`config.mk`:
```
export PLATFORM = sky130hd
export DESIGN_NAME = pixel_format_to_rgba_raster_top_flat
export DESIGN_NICKNAME = d
export VERILOG_FILES = /design/src/hw/rtl/pfr_pkg.sv /design/src/hw/rtl/pfr_stream_if.sv /design/src/hw/rtl/pixel_format_to_rgba_raster_top.sv /design/src/flat_wrapper.sv
export SDC_FILE = /design/constraint.sdc
export NUM_CORES = 1
export LEC_CHECK = 0
export BUFFER_PORTS_ARGS = -buffer_cell sky130_fd_sc_hd__buf_2
export CAP_MARGIN = 0
export CORE_MARGIN = 2
export CORE_UTILIZATION = 50
export DETAILED_ROUTE_END_ITERATION = 16
export PLACE_DENSITY = 0.77
export SYNTH_ARGS = -nofsm -noshare
export SYNTH_HDL_FRONTEND = slang
export SYNTH_SLANG_ARGS = --single-unit
export TNS_END_PERCENT = 100
```
`constraint.sdc`:
```
create_clock -name clk -period 9 [get_ports clk]
set_clock_uncertainty 0.1 [all_clocks]
set_input_delay 1.8 -clock clk [delete_from_list [all_inputs] [get_ports clk]]
set_output_delay 1.8 -clock clk [all_outputs]
set_load 0.01 [all_outputs]
```
`src/hw/rtl/pfr_pkg.sv`:
```
// Shared types, constants and the helper function of the pixel format to RGBA converter.
package pfr_pkg;

    // Fixed field widths.
    localparam int PIXEL_BITS   = 32;
    localparam int SIZE_BITS    = 10;
    localparam int SCREEN_BITS  = 11;
    localparam int CHAN_BITS    = 8;
    localparam int FORMAT_BITS  = 2;
    localparam int CFG_IDX_BITS = 3;
    localparam int CFG_DATA_BITS = 10;

    localparam int COORD_BITS_DEFAULT = 10;

    // Pixel format codes; the unused code decodes as 32-bit BGRA.
    localparam logic [FORMAT_BITS-1:0] FMT_RGB332 = 2'd0;
    localparam logic [FORMAT_BITS-1:0] FMT_RGB565 = 2'd1;
    localparam logic [FORMAT_BITS-1:0] FMT_BGRA32 = 2'd2;

    // Configuration register indexes.
    localparam logic [CFG_IDX_BITS-1:0] CFG_PIXEL_FORMAT  = 3'd0;
    localparam logic [CFG_IDX_BITS-1:0] CFG_IMAGE_WIDTH   = 3'd1;
    localparam logic [CFG_IDX_BITS-1:0] CFG_IMAGE_HEIGHT  = 3'd2;
    localparam logic [CFG_IDX_BITS-1:0] CFG_ORIGIN_X      = 3'd3;
    localparam logic [CFG_IDX_BITS-1:0] CFG_ORIGIN_Y      = 3'd4;
    localparam logic [CFG_IDX_BITS-1:0] CFG_OPACITY_8BIT  = 3'd5;
    localparam logic [CFG_IDX_BITS-1:0] CFG_OPACITY_16BIT = 3'd6;

    // Reset values of the configuration registers.
    localparam logic [SIZE_BITS-1:0] SIZE_RESET    = 10'd1;
    localparam logic [CHAN_BITS-1:0] OPACITY_RESET = 8'd100;

    // Transparent key colours.
    localparam logic [7:0]  KEY_RGB332 = 8'hC0;
    localparam logic [15:0] KEY_RGB565 = 16'hE000;

    // Alpha scaling for 32-bit pixels: floor(100 * a / 255).
    localparam int ALPHA_SCALE   = 100;
    localparam int PROD_BITS     = 15;
    // x / 255 == (x * 32897) >> 23 for every x below 65536.
    localparam int RECIP_255     = 32897;
    localparam int RECIP_SHIFT   = 23;
    localparam int RECIP_BITS    = 16;

    typedef struct packed {
        logic [PIXEL_BITS-1:0] pixel_word;
    } pixel_in_t;

    typedef struct packed {
        logic [SCREEN_BITS-1:0] screen_x;
        logic [SCREEN_BITS-1:0] screen_y;
        logic [CHAN_BITS-1:0]   red;
        logic [CHAN_BITS-1:0]   green;
        logic [CHAN_BITS-1:0]   blue;
        logic [CHAN_BITS-1:0]   alpha;
        logic                   frame_end;
    } rgba_out_t;

    // Scales an 8-bit alpha byte to the range 0..100.
    function automatic logic [CHAN_BITS-1:0] scale_alpha(input logic [CHAN_BITS-1:0] a);
        logic [PROD_BITS-1:0]                prod;
        logic [PROD_BITS+RECIP_BITS-1:0]     wide;
        prod = PROD_BITS'(a) * PROD_BITS'(ALPHA_SCALE);
        wide = (PROD_BITS+RECIP_BITS)'(prod) * (PROD_BITS+RECIP_BITS)'(RECIP_255);
        return CHAN_BITS'(wide >> RECIP_SHIFT);
    endfunction

endpackage

```
`src/hw/rtl/pfr_stream_if.sv`:
```
// Valid/ready stream channel carrying one payload item per handshake.
interface pfr_stream_if #(
    parameter type payload_t = logic
);
    logic     valid;
    logic     ready;
    payload_t payload;

    modport source (output valid, output payload, input ready);
    modport sink   (input valid, input payload, output ready);
endinterface

```
`src/hw/rtl/pixel_format_to_rgba_raster_top.sv`:
```
// Pixel format to RGBA converter with raster position counters.
//
// Usage: pixels of one image enter in raster order on pixel_in, one item per
// handshake, and each leaves as one item on rgba_out carrying its screen
// position, its RGBA colour and a flag on the last pixel of the image.
// Both channels are valid/ready; an item moves at a rising edge where valid
// and ready are both high.
// The configuration port writes register cfg_index with cfg_data whenever
// cfg_we is high; it is meant to be used only while no item is in flight.
// The block is a two-register pipeline: an input register takes the pixel,
// and the decoded result is captured in the output register, from which it is
// offered on rgba_out. Throughput is one item per cycle with a ready receiver.
// When the receiver stalls, the output register holds its item and the input
// register may still take one more pixel; pixel_in.ready then falls until the
// output drains. No item is dropped or repeated.
// Reset clears both valid flags and the column and row counters, and returns
// the registers to RGB332, a 1 by 1 image at the origin and opacity 100.
module pixel_format_to_rgba_raster_top #(
    parameter int COORD_BITS = pfr_pkg::COORD_BITS_DEFAULT
) (
    input  logic                               clk,
    input  logic                               rst_n,
    pfr_stream_if.sink                         pixel_in,
    pfr_stream_if.source                       rgba_out,
    input  logic                               cfg_we,
    input  logic [pfr_pkg::CFG_IDX_BITS-1:0]   cfg_index,
    input  logic [pfr_pkg::CFG_DATA_BITS-1:0]  cfg_data
);
    import pfr_pkg::*;

    // Width of the screen position sum before it is cut to the output width.
    localparam int SUM_BITS = ((COORD_BITS > SIZE_BITS) ? COORD_BITS : SIZE_BITS) + 1;

    // Configuration registers.
    logic [FORMAT_BITS-1:0] pixel_format_reg;
    logic [SIZE_BITS-1:0]   image_width_reg;
    logic [SIZE_BITS-1:0]   image_height_reg;
    logic [SIZE_BITS-1:0]   origin_x_reg;
    logic [SIZE_BITS-1:0]   origin_y_reg;
    logic [CHAN_BITS-1:0]   opacity_8bit_reg;
    logic [CHAN_BITS-1:0]   opacity_16bit_reg;

    // Raster counters.
    logic [COORD_BITS-1:0]  column_reg;
    logic [COORD_BITS-1:0]  column_next;
    logic [COORD_BITS-1:0]  row_reg;
    logic [COORD_BITS-1:0]  row_next;

    // Pipeline registers.
    logic                   in_valid_reg;
    logic [PIXEL_BITS-1:0]  pixel_reg;
    logic                   out_valid_reg;
    rgba_out_t              result_reg;
    rgba_out_t              result_next;

    logic                   advance;
    logic [COORD_BITS-1:0]  width_c;
    logic [COORD_BITS-1:0]  height_c;
    logic [COORD_BITS-1:0]  col_last;
    logic [COORD_BITS-1:0]  row_last;
    logic                   last_col;
    logic                   last_row;
    logic [SUM_BITS-1:0]    sum_x;
    logic [SUM_BITS-1:0]    sum_y;

    // The held pixel moves to the output register when that register is free
    // or being emptied this cycle.
    assign advance        = in_valid_reg && (!out_valid_reg || rgba_out.ready);
    assign pixel_in.ready = !in_valid_reg || advance;
    assign rgba_out.valid = out_valid_reg;
    assign rgba_out.payload = result_reg;

    always_ff @(posedge clk or negedge rst_n)
    begin
        if (!rst_n)
        begin
            pixel_format_reg  <= FMT_RGB332;
            image_width_reg   <= SIZE_RESET;
            image_height_reg  <= SIZE_RESET;
            origin_x_reg      <= '0;
            origin_y_reg      <= '0;
            opacity_8bit_reg  <= OPACITY_RESET;
            opacity_16bit_reg <= OPACITY_RESET;
        end
        else if (cfg_we)
        begin
            unique case (cfg_index)
                CFG_PIXEL_FORMAT:  pixel_format_reg  <= cfg_data[FORMAT_BITS-1:0];
                CFG_IMAGE_WIDTH:   image_width_reg   <= cfg_data[SIZE_BITS-1:0];
                CFG_IMAGE_HEIGHT:  image_height_reg  <= cfg_data[SIZE_BITS-1:0];
                CFG_ORIGIN_X:      origin_x_reg      <= cfg_data[SIZE_BITS-1:0];
                CFG_ORIGIN_Y:      origin_y_reg      <= cfg_data[SIZE_BITS-1:0];
                CFG_OPACITY_8BIT:  opacity_8bit_reg  <= cfg_data[CHAN_BITS-1:0];
                CFG_OPACITY_16BIT: opacity_16bit_reg <= cfg_data[CHAN_BITS-1:0];
                default:           ;
            endcase
        end
    end

    // A size of zero, after fitting to the counter width, counts as one.
    // A counter that has reached or passed its last position wraps, which
    // also covers a size register that shrank in the middle of an image.
    always_comb
    begin
        width_c  = COORD_BITS'(image_width_reg);
        height_c = COORD_BITS'(image_height_reg);
        col_last = (width_c == '0)  ? '0 : width_c  - 1'b1;
        row_last = (height_c == '0) ? '0 : height_c - 1'b1;
        last_col = (column_reg >= col_last);
        last_row = (row_reg >= row_last);

        if (last_col)
        begin
            column_next = '0;
            row_next    = last_row ? '0 : row_reg + 1'b1;
        end
        else
        begin
            column_next = column_reg + 1'b1;
            row_next    = row_reg;
        end
    end

    // Decode of the held pixel and its screen position.
    always_comb
    begin
        sum_x = SUM_BITS'(origin_x_reg) + SUM_BITS'(column_reg);
        sum_y = SUM_BITS'(origin_y_reg) + SUM_BITS'(row_reg);

        result_next           = '0;
        result_next.screen_x  = sum_x[SCREEN_BITS-1:0];
        result_next.screen_y  = sum_y[SCREEN_BITS-1:0];
        result_next.frame_end = last_col && last_row;

        unique case (pixel_format_reg)
            FMT_RGB332:
            begin
                result_next.red   = {pixel_reg[7:5], 5'b0};
                result_next.green = {pixel_reg[4:2], 5'b0};
                result_next.blue  = {pixel_reg[1:0], 6'b0};
                result_next.alpha = (pixel_reg[7:0] == KEY_RGB332) ? '0 : opacity_8bit_reg;
            end
            FMT_RGB565:
            begin
                result_next.red   = {pixel_reg[15:11], 3'b0};
                result_next.green = {pixel_reg[10:5], 2'b0};
                result_next.blue  = {pixel_reg[4:0], 3'b0};
                result_next.alpha = (pixel_reg[15:0] == KEY_RGB565) ? '0 : opacity_16bit_reg;
            end
            default:
            begin
                // 32-bit BGRA, also taken for the spare format code.
                result_next.red   = pixel_reg[23:16];
                result_next.green = pixel_reg[15:8];
                result_next.blue  = pixel_reg[7:0];
                result_next.alpha = scale_alpha(pixel_reg[31:24]);
            end
        endcase
    end

    always_ff @(posedge clk or negedge rst_n)
    begin
        if (!rst_n)
        begin
            in_valid_reg  <= 1'b0;
            out_valid_reg <= 1'b0;
            column_reg    <= '0;
            row_reg       <= '0;
        end
        else
        begin
            if (pixel_in.ready)
            begin
                in_valid_reg <= pixel_in.valid;
            end
            if (advance)
            begin
                out_valid_reg <= 1'b1;
                column_reg    <= column_next;
                row_reg       <= row_next;
            end
            else if (rgba_out.ready)
            begin
                out_valid_reg <= 1'b0;
            end
        end
    end

    // Payload registers carry no reset.
    always_ff @(posedge clk)
    begin
        if (pixel_in.valid && pixel_in.ready)
        begin
            pixel_reg <= pixel_in.payload.pixel_word;
        end
        if (advance)
        begin
            result_reg <= result_next;
        end
    end

endmodule

```
`src/flat_wrapper.sv`:
```
// flat-port wrapper written by rule: the top's interface ports become plain ports
module pixel_format_to_rgba_raster_top_flat import pfr_pkg::*;
#(
    parameter int COORD_BITS = pfr_pkg::COORD_BITS_DEFAULT
)
  (clk, rst_n, cfg_we, cfg_index, cfg_data, pixel_in_valid, pixel_in_payload, pixel_in_ready, rgba_out_valid, rgba_out_payload, rgba_out_ready);
  pfr_stream_if #(.payload_t(pixel_in_t)) pixel_in_i ();
  pfr_stream_if #(.payload_t(rgba_out_t)) rgba_out_i ();
  input  logic clk;
  input  logic rst_n;
  input  logic cfg_we;
  input  logic [pfr_pkg::CFG_IDX_BITS-1:0] cfg_index;
  input  logic [pfr_pkg::CFG_DATA_BITS-1:0] cfg_data;
  input wire logic [$bits(pixel_in_i.valid)-1:0] pixel_in_valid;
  input wire logic [$bits(pixel_in_i.payload)-1:0] pixel_in_payload;
  output wire logic [$bits(pixel_in_i.ready)-1:0] pixel_in_ready;
  output wire logic [$bits(rgba_out_i.valid)-1:0] rgba_out_valid;
  output wire logic [$bits(rgba_out_i.payload)-1:0] rgba_out_payload;
  input wire logic [$bits(rgba_out_i.ready)-1:0] rgba_out_ready;
  assign pixel_in_i.valid = pixel_in_valid;
  assign pixel_in_i.payload = pixel_in_payload;
  assign pixel_in_ready = pixel_in_i.ready;
  assign rgba_out_valid = rgba_out_i.valid;
  assign rgba_out_payload = rgba_out_i.payload;
  assign rgba_out_i.ready = rgba_out_ready;
  pixel_format_to_rgba_raster_top #(.COORD_BITS(COORD_BITS)) u_core (.clk(clk), .rst_n(rst_n), .pixel_in(pixel_in_i), .rgba_out(rgba_out_i), .cfg_we(cfg_we), .cfg_index(cfg_index), .cfg_data(cfg_data));
endmodule
```
==> summary.txt, run 1 <==
Run status
  • Status: complete, but fails checks
  • Failing checks: DRC

Synth
  • Post-synthesis sequential area ratio: 0.499
  • Syn Area/Cell: 12.1 um2
  • Adder-cell share of the synthesized area: 0.154
  • Largest family of logic cells by synthesized area: adder cells
  • Post-synthesis simple-gate area fraction: 0.104
  • Cell with the most instances after synthesis: ha_1
  • Xor-xnor portion of the synthesized cell area: 0.0388
  • Top cells by count, synth: 106 x ha_1, 87 x edfxtp_1, 72 x dfrtp_1
  • Post-synthesis compound-gate area fraction: 0.106
  • Mapped Area: 9260 um2
  • Post-synth ARST share: 0.479
  • Top_reg_cell synth: edfxtp_1
  • Synthesis-stage register bit count: 167
  • Number of flops mapped to enable cells by yosys: 87
  • Yosys warning count: 0
  • Net Count, Synth: 927
  • Yosys top cell area share: 0.282
  • Post-synthesis cell type count: 58
  • Mux share of post-synthesis cell area: 0.0754
  • Top cells by area, synth: edfxtp_1 28%, dfrtp_1 19%, ha_1 14%
  • Cells after Synth: 766
  • Dominant cell type by area after synthesis: edfxtp_1

Worst setup path
  • FF-to-FF End: u_core.rgba_out.payload[7]
  • WP data required: 9.06 ns
  • FF-to-FF setup slack: 3.25 ns
  • CP Max Fanout: 4
  • CP endpoint kind: flip-flop
  • Crit path launch type: flip-flop
  • Crit Path Class: reg2reg
  • Worst r2r src: u_core.pixel_reg[26]
  • CP arrival: 5.81 ns
  • Register-to-Register Path Depth: 20

Clock tree
  • CTS clock-pin slew for the worst setup and hold paths: 0.07 ns
  • Htree depth: 4
  • Clk_lat worst skew: 0.43 ns
  • CTS Buf Count: 17
  • Post-cts hold buffer count: 0
  • CTS resizes: 0
  • Clk root buf: clkbuf_16
  • Max clock buf depth: 2
  • CTS tree: built
  • Post-CTS Setup Bufs: 0
  • Sink Count: 167

Routing
  • DRC Markers: 4
  • Router iterations before antenna repair: 13
  • Wirelength per Cell: 16.8 um
  • Vias: 6292
  • Final wirelength: 18.9 mm
  • Via-to-Cell Ratio: 5.59
  • ANT nets after route: 0
  • Drt initial violations: 344

STA
  • Slew Viols, Final: 0
  • Final setup TNS: 0 ns
  • Final hold vios: 0
  • FMAX: 0.174 GHz
  • Worst-margin pin slew: 1.25 ns
  • Number of setup violations in the final report: 0
  • PnR worst setup slack: 3.25 ns
  • Worst slew margin relative to its limit: 0.161
  • Period utilization: 0.639
  • Fin Hold WS: 0.400 ns
  • Unrepaired setup endpoints after global routing: false
  • Final period demand of the worst path: 5.75 ns

Place
  • RD Place Congestion: 0.888
  • PortBufs: 106
  • Post-DP HPWL: 13.9 mm
  • Place WS: 3.30 ns

Final layout
  • Area occupied by registers: 4620 um2
  • Nets: 1045
  • Largest register FFs: 55
  • Area used by multi-input combinational logic: 4440 um2
  • Antenna Cells: 0
  • Share of cells above drive strength 1: 0.243
  • Fill cell count: 1459
  • Area Growth Syn to Fin: 15.3%

Run
  • Max_cap viols: 0

GRT
  • M2 GR Usage: 0.346
  • GRT Resource Usage Total: 0.204
  • Vias in the first global route: 6258
  • Most Crowded Layer GR: met2
  • GR met1 Demand/Resource: 0.267
  • Initial antenna violation count: 0
  • Pin count of the biggest net entering global routing: 81
  • First-pass GRT wire length: 31.6 mm
  • GR Util met3: 0.0397
  • Gr ovfl total: 0

Die
  • Die X-Extent: 140 um
  • Core ar.: 18100 um2
  • Ports: 107
  • # rows: 49
  • Initial Util: 0.512
  • Die height: 140 um
  • Die Area: 19600 um2

Hold path
  • Worst hold endpoint: u_core.rgba_out.valid
  • Hold path depth: 1
  • HP Start: u_core.in_valid_reg
  • Worst min path class: reg2reg

Pwr
  • Leak Pwr: 4.83 nW
  • P per Cell Area: 255 nW/um2
  • Final total power: 0.00272 W
  • Peak VDD IR: 0.144 mV
-- cell usage in the layout, fill, tap and decap left out, drive strengths merged, types with 5 or more instances in the layout --
cell type,instances
mux2,54
a31oi,7
fa,5
a22oi,6
nand4b,6
buf,113
xor2,20
a21oi,26
mux2i,9
inv,45
nor3,14
dfrtp,72
nor2,25
clkbuf,17
clkinv,5
nand2,61
nand2b,12
o21ai,42
and2,14
and3,7
a22o,16
nor2b,10
ha,106
edfxtp,87
nand4,7
xnor2,21
dfstp,8
nand3,9
a21o,14
-- where the power goes --
part	leakage, nW	switching [W]	internal, W
Combinational	2.73	0.000479	0.000413
Clock	0.288	0.000314	0.000416
Sequential	1.81	0.000108	0.000987
-- cell type report --
cell class                      instances  area share
Multi-Input combinational cell        546       0.416
Sequential cell                       167       0.433
Tap cell                              229      0.0268
Clock inverter                         15      0.0158
Clock buffer                           17      0.0399
Timing Repair Buffer                  113      0.0549
Inverter                               39      0.0137
-- worst max-delay path, stage by stage (launching register included) --
cell       delay (ns)
edfxtp_1         0.45
ha_1             0.33
ha_1             0.32
fa_1             0.48
ha_1             0.38
nand2b_1         0.12
a21oi_1          0.07
a211oi_1         0.33
a21oi_1          0.13
xnor2_1          0.39
ha_1             0.32
ha_1             0.20
ha_1             0.18
ha_1             0.19
a211o_1          0.26
a221o_1          0.26
a31oi_1          0.37
a2111oi_4        0.19
nand4_1          0.17
xor2_1           0.15
o21ai_0          0.10
-- cell families (layout without fill, tap and decap cells) --
group / count (synthesis) / after routing
DFF: 167 / 167
adders and majority gates: 111 / 111
muxes: 63 / 63
buffers and inverters: 53 / 184
and+or+nand+nor: 187 / 187
xor gates and xnor gates: 41 / 41
AOI/OAI and AO/OA: 144 / 144
-- per-stage QoR --
stage / instance area, um2 / utilization / instances
after floorplan: 9260 / - / 766
after global placement: 10100 / 0.557 / 1094
after detailed placement: 10100 / 0.557 / 1094
after CTS: 10700 / 0.590 / 1126
after global routing: 10700 / 0.590 / 1126
final: 10700 / 0.590 / 1126
-- how the worst max path moves through the flow --
stage                                     from                          to  slack, ns
after floorplan           u_core.pixel_reg[27]  u_core.rgba_out.payload[3]       3.75
after global placement    u_core.pixel_reg[26]  u_core.rgba_out.payload[3]       3.44
after detailed placement  u_core.pixel_reg[26]  u_core.rgba_out.payload[3]       3.30
after CTS                 u_core.pixel_reg[26]  u_core.rgba_out.payload[3]       3.25
after global routing      u_core.pixel_reg[28]  u_core.rgba_out.payload[6]       2.90
final                     u_core.pixel_reg[26]  u_core.rgba_out.payload[7]       3.25
-- routing by layer --
layer	up-vias	part of all wire
li1	3075	-
met1	3080	0.46
met2	116	0.49
met3	21	0.034
met4	0	0.018
met5	-	0
Power figures use the tool's default switching activity.
==> run 2, diff against run 1 <==
- ABC_AREA: default -> 1
- clock period: 9 -> 5.75 ns (I/O delays scaled with it)
==> summary.txt, run 2 <==
Run status
  • Status: completed

STA
  • Fin Hold WS: 0.397 ns
  • Worst-margin pin slew: 1.02 ns
  • Number of setup violations in the final report: 0
  • Final setup TNS: 0 ns
  • Unrepaired setup endpoints after global routing: false
  • Period utilization: 0.875
  • Final period demand of the worst path: 5.03 ns
  • Slew Viols, Final: 0
  • Worst slew margin relative to its limit: 0.321
  • FMAX: 0.199 GHz
  • Final hold vios: 0

Clock tree
  • CTS Buf Count: 17
  • Clk_lat worst skew: 0.43 ns
  • CTS resizes: 0
  • Clk root buf: clkbuf_16
  • Htree depth: 4
  • Post-cts hold buffer count: 0
  • CTS tree: built
  • Max clock buf depth: 2
  • Post-CTS Setup Bufs: 0
  • CTS clock-pin slew for the worst setup and hold paths: 0.07 ns
  • Sink Count: 167

Pwr
  • Leak Pwr: 5.49 nW
  • P per Cell Area: 414 nW/um2
  • Peak VDD IR: 0.249 mV

Worst setup path
  • CP Max Fanout: 6
  • Crit path launch type: flip-flop
  • CP arrival: 5.11 ns
  • Crit Path Class: reg2reg
  • Worst r2r src: u_core.pixel_reg[27]
  • CP endpoint kind: flip-flop
  • WP data required: 5.83 ns
  • Worst Setup SP: u_core.pixel_reg[27]

Synth
  • Post-synthesis sequential area ratio: 0.469
  • Top cells by count, synth: 247 x nand2_1, 136 x inv_1, 106 x ha_1
  • Dominant cell type by area after synthesis: edfxtp_1
  • Top cells by area, synth: edfxtp_1 26%, dfrtp_1 18%, ha_1 13%
  • Cell with the most instances after synthesis: nand2_1
  • Yosys warning count: 0
  • Yosys top cell area share: 0.265
  • Mux share of post-synthesis cell area: 0
  • Mapped Area: 9870 um2
  • Post-synthesis compound-gate area fraction: 0.101
  • Largest family of logic cells by synthesized area: simple AND/OR/NAND/NOR gates
  • Net Count, Synth: 1236
  • Top_reg_cell synth: edfxtp_1
  • Post-synthesis simple-gate area fraction: 0.193
  • Adder-cell share of the synthesized area: 0.145
  • Post-synth ARST share: 0.479
  • Syn Area/Cell: 9.18 um2
  • Post-synthesis cell type count: 53
  • Cells after Synth: 1075
  • Synthesis-stage register bit count: 167
  • Number of flops mapped to enable cells by yosys: 87
  • Xor-xnor portion of the synthesized cell area: 0.0293

GRT
  • First-pass GRT wire length: 36.5 mm
  • GRT Resource Usage Total: 0.225
  • Initial antenna violation count: 0
  • Pin count of the biggest net entering global routing: 81
  • Gr ovfl total: 0
  • Vias in the first global route: 7527

Routing
  • ANT nets after route: 0
  • Final wirelength: 22.0 mm
  • Router iterations before antenna repair: 5
  • Wirelength per Cell: 15.1 um
  • Drt initial violations: 541
  • Vias: 7710
  • DRC Markers: 0
  • Via-to-Cell Ratio: 5.27

Place
  • RD Place Congestion: 0.903
  • Post-DP HPWL: 16.3 mm
  • Post-DP Area: 10700 um2
  • PortBufs: 106

Final layout
  • Fill cell count: 1720
  • Share of cells above drive strength 1: 0.160
  • Area used by multi-input combinational logic: 4610 um2
  • Commonest non-fill, non-tap cell in the layout: nand2_1
  • Antenna Cells: 0
  • Largest register FFs: 55
  • Nets: 1345
  • Finished layout cell area: 11200 um2
  • Finished Core Util: 0.578
  • Most frequent cells in the layout: 247 x nand2_1, 135 x inv_1, 106 x ha_1
  • Area Growth Syn to Fin: 13.7%
  • Area occupied by registers: 4620 um2

Hold path
  • Worst min path class: reg2reg
  • HP Start: u_core.opacity_16bit_reg[1]

Die
  • # rows: 51
  • Die X-Extent: 144 um
  • Ports: 107
  • Core ar.: 19400 um2
  • Initial Util: 0.509
  • Die Area: 20900 um2
  • Die height: 144 um

Run
  • Max_cap viols: 0
==> run 2: cell types whose count changed after synthesis, moves of 15 or more <==
cell	before	now
a22o_1	15	0
inv_1	38	136
mux2_2	54	0
nand2_1	61	247
nand3_1	9	43
nor2_1	25	82
o21ai_0	42	82
==> run 2: cell type report <==
class                   instances  area share
multi-input cells             749       0.411
clock inverters                15      0.0127
clock buffers                  17      0.0379
inverters                     140      0.0471
well taps                     265      0.0295
flip-flops and latches        167       0.412
repair buffers                109      0.0495
==> run 2: worst paths after layout <==
| check | end | slack, ns | cells after the start |
|---|---|---|---|
| setup reg to reg | u_core.rgba_out.payload[7] | 0.72 | 27 |
| max in group asynchronous | u_core.column_reg[1] | 4.10 | 1 |
| min in group asynchronous | u_core.origin_y_reg[0] | 0.78 | 1 |
| hold reg to reg | u_core.opacity_16bit_reg[1] | 0.40 | 2 |
| hold / removal | u_core.opacity_16bit_reg[1] | 0.40 | 2 |
| setup / recovery | u_core.rgba_out.payload[7] | 0.72 | 27 |
==> run 2: where the power goes <==
| group | switching [W] | total [W] | leakage, nW | internal (W) |
|---|---|---|---|---|
| combinational | 0.00112 | 0.00180 | 3.38 | 0.000677 |
| sequential | 0.000180 | 0.00174 | 1.85 | 0.00156 |
| clock | 0.000499 | 0.00110 | 0.271 | 0.000605 |
==> run 2: per-layer routing <==
metal  part of all wire  track usage
met1               0.46        0.298
met2               0.48        0.374
met3              0.043       0.0401
met4              0.022       0.0777
met5                  0            0
==> run 2: critical path: stages (launching register included) <==
cell      delay, ns
edfxtp_1       0.43
ha_1           0.32
ha_1           0.28
inv_1          0.05
fa_1           0.49
inv_1          0.04
ha_1           0.36
nand2_1        0.09
nand2_1        0.06
nand2_1        0.09
nand3_2        0.10
nand2_1        0.07
nand2_1        0.06
or2_1          0.21
nand2_1        0.18
ha_1           0.28
ha_1           0.29
ha_1           0.32
nand2_1        0.07
inv_1          0.06
nand2_1        0.08
nand3_1        0.13
a211oi_1       0.28
nand2_2        0.12
nand2_1        0.07
nand2_1        0.04
nand3_1        0.06
nand2_1        0.06
==> run 2: logic make-up (layout without fill, tap and decap cells) <==
| kind of cell | Yosys count | in the layout |
|---|---|---|
| AO/OA/AOI/OAI | 173 | 173 |
| XOR/XNOR | 33 | 33 |
| adder cells (fa/ha/maj) | 111 | 111 |
| buffers and inverters | 159 | 281 |
| flip-flops | 167 | 167 |
| AND/OR/NAND/NOR | 432 | 432 |
==> run 2: stage by stage <==
stage / cells / total power [W] / setup WS, ns
global route: 1462 / 0.00503 / 0.306
CTS: 1462 / 0.00466 / 0.712
detailed placement: 1430 / 0.00354 / 0.759
global placement: 1430 / 0.00349 / 0.859
floorplan: 1075 / 0.00306 / 1.13
finish: 1462 / 0.00465 / 0.719
